<file path="src/design/cvmp_pkg.sv">
`timescale 1ns / 1ps
`default_nettype none
// ----------------------------------------------------------------------------
// cvmp_pkg
// Types and constants shared by the compact vote message parser.
// ----------------------------------------------------------------------------
package cvmp_pkg;

    localparam int DATA_W  = 8;
    localparam int KIND_W  = 3;
    localparam int IDX_W   = 10;
    localparam int VAL_W   = 64;
    localparam int ST_W    = 2;
    localparam int POS_W   = 6;
    localparam int SHIFT_W = 6;
    localparam int NUM_CMP_W = IDX_W + 1;

    localparam int ROOT_BYTES = 8;
    localparam int HASH_BYTES = 32;

    localparam logic [SHIFT_W-1:0] LAST_SHIFT = 6'd63;
    localparam logic [SHIFT_W:0]   SHIFT_STEP = 7'd7;
    localparam logic [VAL_W-1:0]   COUNT_FIELD_MAX = 64'd65535;

    // Field kinds as shown on the result channel
    localparam logic [KIND_W-1:0] FK_ROOT    = 3'd0;
    localparam logic [KIND_W-1:0] FK_COUNT   = 3'd1;
    localparam logic [KIND_W-1:0] FK_OFFSET  = 3'd2;
    localparam logic [KIND_W-1:0] FK_CONF    = 3'd3;
    localparam logic [KIND_W-1:0] FK_HASH    = 3'd4;
    localparam logic [KIND_W-1:0] FK_OPTION  = 3'd5;
    localparam logic [KIND_W-1:0] FK_STAMP   = 3'd6;
    localparam logic [KIND_W-1:0] FK_BLOCKID = 3'd7;

    // Result status codes
    localparam logic [ST_W-1:0] ST_FIELD  = 2'd0;
    localparam logic [ST_W-1:0] ST_ACCEPT = 2'd1;
    localparam logic [ST_W-1:0] ST_REJECT = 2'd2;

    typedef enum logic [3:0] {
        PH_ROOT    = 4'd0,
        PH_COUNT   = 4'd1,
        PH_OFFSET  = 4'd2,
        PH_CONF    = 4'd3,
        PH_HASH    = 4'd4,
        PH_OPTION  = 4'd5,
        PH_STAMP   = 4'd6,
        PH_BLOCKID = 4'd7
    } t_phase;

    typedef struct packed {
        logic [DATA_W-1:0] data_byte;
        logic              end_of_buffer;
    } t_in_item;

    typedef struct packed {
        logic [KIND_W-1:0] field_kind;
        logic [IDX_W-1:0]  field_index;
        logic [VAL_W-1:0]  field_value;
        logic [ST_W-1:0]   status;
    } t_result;

endpackage
`default_nettype wire

</file>
<file path="src/design/cvmp_in_if.sv">
`timescale 1ns / 1ps
`default_nettype none
// ----------------------------------------------------------------------------
// cvmp_in_if
// Byte channel into the parser: valid, ready, message byte and end mark.
// ----------------------------------------------------------------------------
interface cvmp_in_if;
    logic       valid;
    logic       ready;
    logic [7:0] data_byte;
    logic       end_of_buffer;

    modport source (output valid, output data_byte, output end_of_buffer, input ready);
    modport sink   (input valid, input data_byte, input end_of_buffer, output ready);
endinterface
`default_nettype wire

</file>
<file path="src/design/cvmp_out_if.sv">
`timescale 1ns / 1ps
`default_nettype none
// ----------------------------------------------------------------------------
// cvmp_out_if
// Result channel out of the parser: valid, ready and one parsed field.
// ----------------------------------------------------------------------------
interface cvmp_out_if;
    logic        valid;
    logic        ready;
    logic [2:0]  field_kind;
    logic [9:0]  field_index;
    logic [63:0] field_value;
    logic [1:0]  status;

    modport source (output valid, output field_kind, output field_index,
                    output field_value, output status, input ready);
    modport sink   (input valid, input field_kind, input field_index,
                    input field_value, input status, output ready);
endinterface
`default_nettype wire

</file>
<file path="src/design/cvmp_in_stage.sv">
`timescale 1ns / 1ps
`default_nettype none
// ----------------------------------------------------------------------------
// cvmp_in_stage
// Input register: captures one byte transaction and holds it for the core.
// ----------------------------------------------------------------------------
module cvmp_in_stage
    import cvmp_pkg::*;
(
    input  wire logic    i_clk,
    input  wire logic    i_rst_n,
    cvmp_in_if.sink      i_in,
    input  wire logic    i_take,
    output logic         o_valid,
    output t_in_item     o_item
);

    logic     r_valid;
    t_in_item r_item;

    // Refill in the same cycle the held byte moves on
    assign i_in.ready = !r_valid || i_take;

    always_ff @(posedge i_clk) begin
        if (!i_rst_n) begin
            r_valid <= 1'b0;
        end else if (i_in.ready) begin
            r_valid <= i_in.valid;
        end
    end

    always_ff @(posedge i_clk) begin
        if (i_in.ready && i_in.valid) begin
            r_item.data_byte     <= i_in.data_byte;
            r_item.end_of_buffer <= i_in.end_of_buffer;
        end
    end

    assign o_valid = r_valid;
    assign o_item  = r_item;

endmodule
`default_nettype wire

</file>
<file path="src/design/cvmp_parse_core.sv">
`timescale 1ns / 1ps
`default_nettype none
// ----------------------------------------------------------------------------
// cvmp_parse_core
// Parser state and the single-byte step: field checks, accumulation, result.
// ----------------------------------------------------------------------------
module cvmp_parse_core
    import cvmp_pkg::*;
#(
    parameter int MAX_LOCKOUTS = 31
) (
    input  wire logic      i_clk,
    input  wire logic      i_rst_n,
    input  wire logic      i_fire,
    input  wire t_in_item  i_item,
    output logic           o_res_valid,
    output t_result        o_res
);

    localparam int TOT_W = $clog2(MAX_LOCKOUTS + 1);
    localparam logic [VAL_W-1:0] MAX_CNT = VAL_W'(MAX_LOCKOUTS);

    t_phase             r_phase, n_phase;
    logic [POS_W-1:0]   r_pos, n_pos;
    logic [VAL_W-1:0]   r_acc, n_acc;
    logic [SHIFT_W-1:0] r_shift, n_shift;
    logic [TOT_W-1:0]   r_total, n_total;
    logic [IDX_W-1:0]   r_num, n_num;
    logic               r_over;

    logic [DATA_W-1:0]  b;
    logic               eob;
    logic               fail, emit, done, fin;
    logic [VAL_W-1:0]   val;
    logic [IDX_W-1:0]   idx;
    logic [POS_W-1:0]   pos_inc;
    logic [SHIFT_W:0]   shift_sum;
    logic [NUM_CMP_W-1:0] num_next;
    logic               clr, hold, set_over;

    assign b   = i_item.data_byte;
    assign eob = i_item.end_of_buffer;

    // Field step
    always_comb begin
        n_phase   = r_phase;
        n_pos     = r_pos;
        n_acc     = r_acc;
        n_shift   = r_shift;
        n_total   = r_total;
        n_num     = r_num;
        fail      = 1'b0;
        emit      = 1'b0;
        done      = 1'b0;
        fin       = 1'b0;
        val       = '0;
        pos_inc   = r_pos + POS_W'(1);
        shift_sum = {1'b0, r_shift} + SHIFT_STEP;
        num_next  = {1'b0, r_num} + NUM_CMP_W'(1);
        unique case (r_phase)
            PH_ROOT, PH_STAMP: begin
                n_acc = r_acc | (VAL_W'(b) << {r_pos[2:0], 3'b000});
                n_pos = pos_inc;
                if (pos_inc >= POS_W'(ROOT_BYTES)) begin
                    emit    = 1'b1;
                    val     = n_acc;
                    n_acc   = '0;
                    n_pos   = '0;
                    n_phase = (r_phase == PH_ROOT) ? PH_COUNT : PH_BLOCKID;
                end
            end
            PH_COUNT: begin
                if (r_pos == POS_W'(0)) begin
                    n_acc = VAL_W'(b[6:0]);
                    if (!b[7]) fin = 1'b1;
                    else       n_pos = POS_W'(1);
                end else if (r_pos == POS_W'(1)) begin
                    if (!b[7]) begin
                        if (b == '0) begin
                            fail = 1'b1;
                        end else begin
                            n_acc = r_acc | (VAL_W'(b) << 7);
                            fin   = 1'b1;
                        end
                    end else begin
                        n_acc = r_acc | (VAL_W'(b[6:0]) << 7);
                        n_pos = POS_W'(2);
                    end
                end else begin
                    if (b[7] || b == '0) begin
                        fail = 1'b1;
                    end else begin
                        n_acc = r_acc | (VAL_W'(b) << 14);
                        if (n_acc > COUNT_FIELD_MAX) fail = 1'b1;
                        else                         fin  = 1'b1;
                    end
                end
                if (fin) begin
                    if (n_acc > MAX_CNT) begin
                        fail = 1'b1;
                    end else begin
                        emit    = 1'b1;
                        val     = n_acc;
                        n_total = n_acc[TOT_W-1:0];
                        n_num   = '0;
                        n_pos   = '0;
                        n_acc   = '0;
                        n_shift = '0;
                        n_phase = (val == '0) ? PH_HASH : PH_OFFSET;
                    end
                end
            end
            PH_OFFSET: begin
                n_acc = r_acc | (VAL_W'(b[6:0]) << r_shift);
                if (!b[7]) begin
                    // Only the top group can lose bits off the 64-bit end
                    if (r_shift == LAST_SHIFT && b[6:1] != '0) begin
                        fail = 1'b1;
                    end else if (b == '0 && (r_shift != '0 || n_acc != '0)) begin
                        fail = 1'b1;
                    end else begin
                        emit    = 1'b1;
                        val     = n_acc;
                        n_acc   = '0;
                        n_shift = '0;
                        n_phase = PH_CONF;
                    end
                end else begin
                    if (shift_sum[SHIFT_W]) fail = 1'b1;
                    else                    n_shift = shift_sum[SHIFT_W-1:0];
                end
            end
            PH_CONF: begin
                emit = 1'b1;
                val  = VAL_W'(b);
                if (num_next >= NUM_CMP_W'(r_total)) begin
                    n_num   = '0;
                    n_pos   = '0;
                    n_phase = PH_HASH;
                end else begin
                    n_num   = num_next[IDX_W-1:0];
                    n_phase = PH_OFFSET;
                end
            end
            PH_HASH, PH_BLOCKID: begin
                emit  = 1'b1;
                val   = VAL_W'(b);
                n_pos = pos_inc;
                if (pos_inc >= POS_W'(HASH_BYTES)) begin
                    n_pos = '0;
                    if (r_phase == PH_HASH) n_phase = PH_OPTION;
                    else                    done    = 1'b1;
                end
            end
            PH_OPTION: begin
                if (b > DATA_W'(1)) begin
                    fail = 1'b1;
                end else begin
                    emit    = 1'b1;
                    val     = VAL_W'(b);
                    n_pos   = '0;
                    n_acc   = '0;
                    n_phase = (b != '0) ? PH_STAMP : PH_BLOCKID;
                end
            end
            default: begin
                fail = 1'b1;
            end
        endcase
    end

    always_comb begin
        unique case (r_phase)
            PH_OFFSET, PH_CONF:   idx = r_num;
            PH_HASH, PH_BLOCKID:  idx = IDX_W'(r_pos);
            default:              idx = '0;
        endcase
    end

    // Result and message-level control
    always_comb begin
        o_res_valid       = 1'b0;
        o_res.field_kind  = r_phase[KIND_W-1:0];
        o_res.field_index = idx;
        o_res.field_value = val;
        o_res.status      = ST_FIELD;
        clr               = 1'b0;
        hold              = 1'b0;
        set_over          = 1'b0;
        priority if (r_over) begin
            // Drop trailing bytes until the end mark
            hold = 1'b1;
            clr  = eob;
        end else if (fail || (eob && !done)) begin
            o_res_valid       = 1'b1;
            o_res.field_value = '0;
            o_res.status      = ST_REJECT;
            clr               = eob;
            set_over          = !eob;
        end else if (emit) begin
            o_res_valid  = 1'b1;
            o_res.status = done ? ST_ACCEPT : ST_FIELD;
            clr          = done && eob;
            set_over     = done && !eob;
        end else begin
            // Partial field: no result for this byte
            o_res_valid = 1'b0;
        end
    end

    always_ff @(posedge i_clk) begin
        if (!i_rst_n || (i_fire && clr)) begin
            r_phase <= PH_ROOT;
            r_pos   <= '0;
            r_acc   <= '0;
            r_shift <= '0;
            r_total <= '0;
            r_num   <= '0;
            r_over  <= 1'b0;
        end else if (i_fire && !hold) begin
            r_phase <= n_phase;
            r_pos   <= n_pos;
            r_acc   <= n_acc;
            r_shift <= n_shift;
            r_total <= n_total;
            r_num   <= n_num;
            r_over  <= set_over;
        end
    end

endmodule
`default_nettype wire

</file>
<file path="src/design/cvmp_out_stage.sv">
`timescale 1ns / 1ps
`default_nettype none
// ----------------------------------------------------------------------------
// cvmp_out_stage
// Result register: holds one result transaction until the sink takes it.
// ----------------------------------------------------------------------------
module cvmp_out_stage
    import cvmp_pkg::*;
(
    input  wire logic     i_clk,
    input  wire logic     i_rst_n,
    cvmp_out_if.source    o_out,
    input  wire logic     i_load,
    input  wire logic     i_res_valid,
    input  wire t_result  i_res,
    output logic          o_free
);

    logic    r_valid;
    t_result r_res;

    assign o_free = !r_valid || o_out.ready;

    always_ff @(posedge i_clk) begin
        if (!i_rst_n) begin
            r_valid <= 1'b0;
        end else if (o_free) begin
            r_valid <= i_load && i_res_valid;
        end
    end

    always_ff @(posedge i_clk) begin
        if (o_free && i_load && i_res_valid) begin
            r_res <= i_res;
        end
    end

    assign o_out.valid       = r_valid;
    assign o_out.field_kind  = r_res.field_kind;
    assign o_out.field_index = r_res.field_index;
    assign o_out.field_value = r_res.field_value;
    assign o_out.status      = r_res.status;

endmodule
`default_nettype wire

</file>
<file path="src/design/compact_vote_message_parser.sv">
`timescale 1ns / 1ps
`default_nettype none
// ----------------------------------------------------------------------------
// compact_vote_message_parser
// Streaming parser for compact vote messages, one byte per transaction.
// Path: a taken byte is held in the input register, parsed by the core and its
// result registered in the result register. Throughput: one byte per cycle while
// the result sink keeps up; a stalled result register holds the input register and core.
// Reset: synchronous, active low; clears the parser to expect a root field and
// empties both registers.
// ----------------------------------------------------------------------------
module compact_vote_message_parser
    import cvmp_pkg::*;
#(
    parameter int MAX_LOCKOUTS = 31
) (
    input  wire logic   i_clk,
    input  wire logic   i_rst_n,
    cvmp_in_if.sink     i_in,
    cvmp_out_if.source  o_out
);

    logic     in_valid;
    t_in_item in_item;
    logic     out_free;
    logic     fire;
    logic     res_valid;
    t_result  res;

    // Advance a byte through the core whenever the result register has room
    assign fire = in_valid && out_free;

    cvmp_in_stage u_in_stage (
        .i_clk   (i_clk),
        .i_rst_n (i_rst_n),
        .i_in    (i_in),
        .i_take  (fire),
        .o_valid (in_valid),
        .o_item  (in_item)
    );

    cvmp_parse_core #(
        .MAX_LOCKOUTS (MAX_LOCKOUTS)
    ) u_parse_core (
        .i_clk       (i_clk),
        .i_rst_n     (i_rst_n),
        .i_fire      (fire),
        .i_item      (in_item),
        .o_res_valid (res_valid),
        .o_res       (res)
    );

    cvmp_out_stage u_out_stage (
        .i_clk       (i_clk),
        .i_rst_n     (i_rst_n),
        .o_out       (o_out),
        .i_load      (fire),
        .i_res_valid (res_valid),
        .i_res       (res),
        .o_free      (out_free)
    );

endmodule
`default_nettype wire

</file>
<file path="src/flat_wrapper.sv">
// flat-port wrapper written by rule: the top's interface ports become plain ports
module compact_vote_message_parser_flat import cvmp_pkg::*;
#(
    parameter int MAX_LOCKOUTS = 31
)
  (i_clk, i_rst_n, i_in_valid, i_in_data_byte, i_in_end_of_buffer, i_in_ready, o_out_valid, o_out_field_kind, o_out_field_index, o_out_field_value, o_out_status, o_out_ready);
  cvmp_in_if i_in_i ();
  cvmp_out_if o_out_i ();
  input  wire logic i_clk;
  input  wire logic i_rst_n;
  input wire logic [$bits(i_in_i.valid)-1:0] i_in_valid;
  input wire logic [$bits(i_in_i.data_byte)-1:0] i_in_data_byte;
  input wire logic [$bits(i_in_i.end_of_buffer)-1:0] i_in_end_of_buffer;
  output wire logic [$bits(i_in_i.ready)-1:0] i_in_ready;
  output wire logic [$bits(o_out_i.valid)-1:0] o_out_valid;
  output wire logic [$bits(o_out_i.field_kind)-1:0] o_out_field_kind;
  output wire logic [$bits(o_out_i.field_index)-1:0] o_out_field_index;
  output wire logic [$bits(o_out_i.field_value)-1:0] o_out_field_value;
  output wire logic [$bits(o_out_i.status)-1:0] o_out_status;
  input wire logic [$bits(o_out_i.ready)-1:0] o_out_ready;
  assign i_in_i.valid = i_in_valid;
  assign i_in_i.data_byte = i_in_data_byte;
  assign i_in_i.end_of_buffer = i_in_end_of_buffer;
  assign i_in_ready = i_in_i.ready;
  assign o_out_valid = o_out_i.valid;
  assign o_out_field_kind = o_out_i.field_kind;
  assign o_out_field_index = o_out_i.field_index;
  assign o_out_field_value = o_out_i.field_value;
  assign o_out_status = o_out_i.status;
  assign o_out_i.ready = o_out_ready;
  compact_vote_message_parser #(.MAX_LOCKOUTS(MAX_LOCKOUTS)) u_core (.i_clk(i_clk), .i_rst_n(i_rst_n), .i_in(i_in_i), .o_out(o_out_i));
endmodule
</file>
<file path="config.mk">
export PLATFORM = sky130hd
export DESIGN_NAME = compact_vote_message_parser_flat
export DESIGN_NICKNAME = d
export VERILOG_FILES = /design/src/design/cvmp_pkg.sv /design/src/design/cvmp_in_if.sv /design/src/design/cvmp_out_if.sv /design/src/design/cvmp_in_stage.sv /design/src/design/cvmp_parse_core.sv /design/src/design/cvmp_out_stage.sv /design/src/design/compact_vote_message_parser.sv /design/src/flat_wrapper.sv
export SDC_FILE = /design/constraint.sdc
export NUM_CORES = 1
export LEC_CHECK = 0
export BUFFER_PORTS_ARGS = -buffer_cell sky130_fd_sc_hd__buf_2
export CAP_MARGIN = 0
export CORE_MARGIN = 4
export CORE_UTILIZATION = 55
export CTS_CLUSTER_DIAMETER = 100
export DETAILED_ROUTE_END_ITERATION = 6
export PLACE_DENSITY = 0.74
export SYNTH_ARGS = -nofsm -noshare
export SYNTH_HDL_FRONTEND = slang
export SYNTH_SLANG_ARGS = --single-unit
</file>
<file path="constraint.sdc">
create_clock -name i_clk -period 6.05 [get_ports i_clk]
set_clock_uncertainty 0.1 [all_clocks]
set_input_delay 0.605 -clock i_clk [delete_from_list [all_inputs] [get_ports i_clk]]
set_output_delay 0.605 -clock i_clk [all_outputs]
set_load 0.02 [all_outputs]
</file>
==> metrics.md <==
| Metric | Value |
|---|---|
| Syn Std Cell Area | `0.0114 mm2` |
| Hold buffer count at CTS | `0` |
| Num Clock Sinks | `185` |
| Maximum clock frequency | `0.193 GHz` |
| I/O Buffers | `93` |
| DIE HEIGHT | `152 um` |
| Vias in the first global route | `11.2k` |
| Fin. Hold Viols | `0` |
| Area of the multi-input gates | `0.00618 mm2` |
| Async SR Flop Fraction | `0%` |
| Starting Density | `56.1%` |
| Final slew viol count | `0` |
| Part of the power in registers | `49.9%` |
| Initial antenna violation count | `0` |
| Synth top area share | `23.2%` |
| Psw | `754 uW` |
| Tmin final | `5.19 ns` |
| Worst-Margin Slew | `1.28 ns` |
| Final instance area | `0.0125 mm2` |
| TNS Setup | `0 ns` |
| Worst rel slew slack | `14.3%` |
| DRC viols | `0` |
| FF-to-FF path depth | `9` |
| Largest net degree at the start of global routing | `49` |
| CP max FO | `26` |
| Power Dens Cells | `216 mW/mm2` |
| Outcome | `completed` |
| Postcts setup bufs | `0` |
| Yosys top cell by area | `edfxtp_1` |
| Global-route wire length before repair | `63,700 um` |
| Initial DRT Pass Iterations | `7` |
| Clock Path Buffers | `2` |
| Overflow after GRT | `0` |
| Htree depth | `4` |
| Worst path slowest cell | `dfxtp_1` |
| Via count | `12.1k` |
| Worst Path Arrival | `5.38 ns` |
| Clock power frac | `40.9%` |
| Clk Latency, worst-skew pair | `0.45 ns` |
| Layout cells sized above 1 | `13.7%` |
| Gr usage total | `34.0%` |
| I/O Pins | `94` |
| Nets | `1,425` |
| Setup violations, final | `0` |
| Synth Flop Type | `dfxtp_1` |
| Num CTS Buffers | `17` |
| DP HPWL | `27,600 um` |
| Post-Syn Nets | `1,396` |
| Placer congestion estimate | `1.07` |
| CP max stage delay | `0.92 ns` |
| Filler instances | `1,807` |
| Synth top area cells | `edfxtp_1 23%, dfxtp_1 17%, a21oi_1 8.1%, nor2_1 5.0%, o21ai_0 3.9%` |
| Clock slew at reported path FFs | `0.07 ns` |
| Iteration-0 DRC Markers | `2,146` |
| N_diodes | `0` |
| Internal power | `1960 uW` |
| Core area | `0.0203 mm2` |
| RSZ-0062 raised after global routing | `false` |
| Routed len/inst | `24.2 um` |
| Critical Path End Type | `flip-flop` |
| WP data required | `6.24 ns` |
| Reg area | `0.00458 mm2` |
| Synth warn | `0` |
| Netlist cell types | `83` |
| Final Cycle Share | `85.8%` |
| P_leak | `0.00437 uW` |
| Setup CP Type | `reg2reg` |
| CP Launch Type | `flip-flop` |
| Placement row count | `52` |
| Logic gate share of total power | `9.2%` |
| Total detailed-routing wirelength | `40,700 um` |
| #FFs+latches synth | `185` |
| CP Cell Sequence | `mux2_2 > mux4_2 > and2_1 > a211oi_1 > nand4_1 > nor4_4 > a31oi_2 > a21oi_1 > o21ai_0` |
| Min-Delay Path Class | `in2reg` |
| Worst vdd ir | `0.171 mV` |
| Number of vias per cell | `7.17` |
| Dpl cell area | `0.0120 mm2` |
| # resized after CTS | `0` |
| CTS tree | `done` |
| Sequential element share of the synthesized area | `40.3%` |
| Sw Share | `27.8%` |
| Max_cap viols | `0` |
| Number of routed nets with antenna violations | `0` |
| Hold Crit Depth | `1` |
| Die X | `152 um` |
| Area delta synth->final | `10.2%` |
| DIE AREA | `0.0231 mm2` |
| Root Buffer | `clkbuf_16` |
| Number of flops mapped to enable cells by yosys | `88` |
| Post-Syn Instances | `1,372` |
| Syn avg cell area | `8.29 um2` |
## flip-flops by register name (all words and copies together), names as in the netlist, 5 cells and up
name and flops:
u_core.u_out_stage.o_out.field_value 64, u_core.u_parse_core.r_num 10, u_core.u_out_stage.o_out.field_index 10, u_core.u_parse_core.r_acc 64, u_core.u_parse_core.r_shift 6, u_core.u_parse_core.r_total 5
u_core.u_in_stage.o_item 9, u_core.u_parse_core.r_pos 6
## power groups by stage
stage | logic, uW | registers, uW | clock network (uW)
floorplan | 153 | 1390 | 0
global placement | 236 | 1380 | 0
detailed placement | 237 | 1380 | 0
CTS | 239 | 1350 | 1110
global route | 264 | 1360 | 1170
finish | 250 | 1350 | 1110
## cell usage in the layout (no fill, tap or decap), types with 7 or more instances in the layout
| master | instances |
|---|---|
| a211oi_1 | 11 |
| a21o_1 | 15 |
| a21oi_1 | 185 |
| a221o_1 | 8 |
| a22oi_1 | 10 |
| a31oi_1 | 61 |
| a32o_1 | 7 |
| and2_1 | 19 |
| and3_1 | 23 |
| buf_2 | 93 |
| buf_4 | 31 |
| clkbuf_16 | 17 |
| dfxtp_1 | 97 |
| edfxtp_1 | 88 |
| ha_1 | 11 |
| inv_1 | 28 |
| mux2i_1 | 19 |
| nand2_1 | 99 |
| nand2b_1 | 9 |
| nand3_1 | 34 |
| nand4_1 | 9 |
| nor2_1 | 151 |
| nor2b_1 | 13 |
| nor3_1 | 30 |
| nor4_1 | 20 |
| o2111ai_1 | 12 |
| o21a_1 | 7 |
| o21ai_0 | 89 |
| o21ai_1 | 8 |
| o221a_2 | 7 |
| o22a_1 | 30 |
| o22ai_1 | 22 |
| o32ai_1 | 7 |
| or2_2 | 9 |
| or3_1 | 10 |
## logic make-up (layout without fill, tap and decap cells)
logic type | count (synthesis) | after routing | synth area share [%]
AO/OA/AOI/OAI | 541 | 541 | 30.5
AND/OR/NAND/NOR | 451 | 451 | 19.1
flip-flops | 185 | 185 | 40.3
buffers and inverters | 150 | 192 | 5.54
multiplexers | 29 | 29 | 2.96
adder cells (fa/ha/maj) | 12 | 12 | 1.30
XOR/XNOR | 4 | 4 | 0.308
## final cells by class
cell class                      count  share of cell area, %
Clock inverter                     13                   1.04
Multi-Input combinational cell   1037                   49.3
Sequential cell                   185                   36.6
Clock buffer                       19                   3.53
Timing Repair Buffer              126                   5.89
Inverter                           34                   1.02
Tap cell                          270                   2.69
## layer usage
metal / vias to the layer above / part of all wire (%) / track usage, % / routed length [um]
li1: 5267 / - / - / -
met1: 5581 / 38 / 45.8 / 15400
met2: 1006 / 42 / 49.7 / 17100
met3: 213 / 15 / 11.2 / 5920
met4: 0 / 5.6 / 16.0 / 2300
met5: - / 0 / 0 / 0
## synthesized netlist by cell type (20+ instances only)
cell type and number:
nor2_1 151, inv_1 28, and3_1 23, a31oi_1 62, nor4_1 20, dfxtp_1 97, o21ai_0 89, edfxtp_1 88
clkbuf_1 87, nand2_1 99, o22a_1 30, o22ai_1 22, nand3_1 35, a21oi_1 185, nor3_1 30
## path summary, 6_finish.rpt
check                                  endpoint                            from  slack (ns)
hold / removal      u_core.u_in_stage.o_item[1]               i_in_data_byte[0]        0.23
setup reg to reg  u_core.u_parse_core.r_acc[21]  u_core.u_parse_core.r_shift[1]        0.86
hold reg to reg    u_core.u_parse_core.r_num[1]    u_core.u_parse_core.r_num[1]        0.39
setup / recovery  u_core.u_parse_core.r_acc[21]  u_core.u_parse_core.r_shift[1]        0.86
## critical path: cells and delay by family (launching register included)
family / cells / cell delay (ns)
flops: 1 / 0.92
compound gates: 4 / 1.77
simple gates: 3 / 1.14
mux: 2 / 1.09
## stage by stage
step	total power [uW]	hold slack, ns	util [%]	worst slack (ns)	cells
floorplan	1540	0.351	-	1.23	1372
global placement	1620	0.378	58.9	1.17	1652
detailed placement	1620	0.382	58.9	1.14	1652
CTS	2700	0.230	61.8	1.11	1684
global route	2790	0.225	61.8	0.655	1684
finish	2710	0.233	61.8	0.861	1684
No activity file was read; power rests on OpenSTA's default activity.
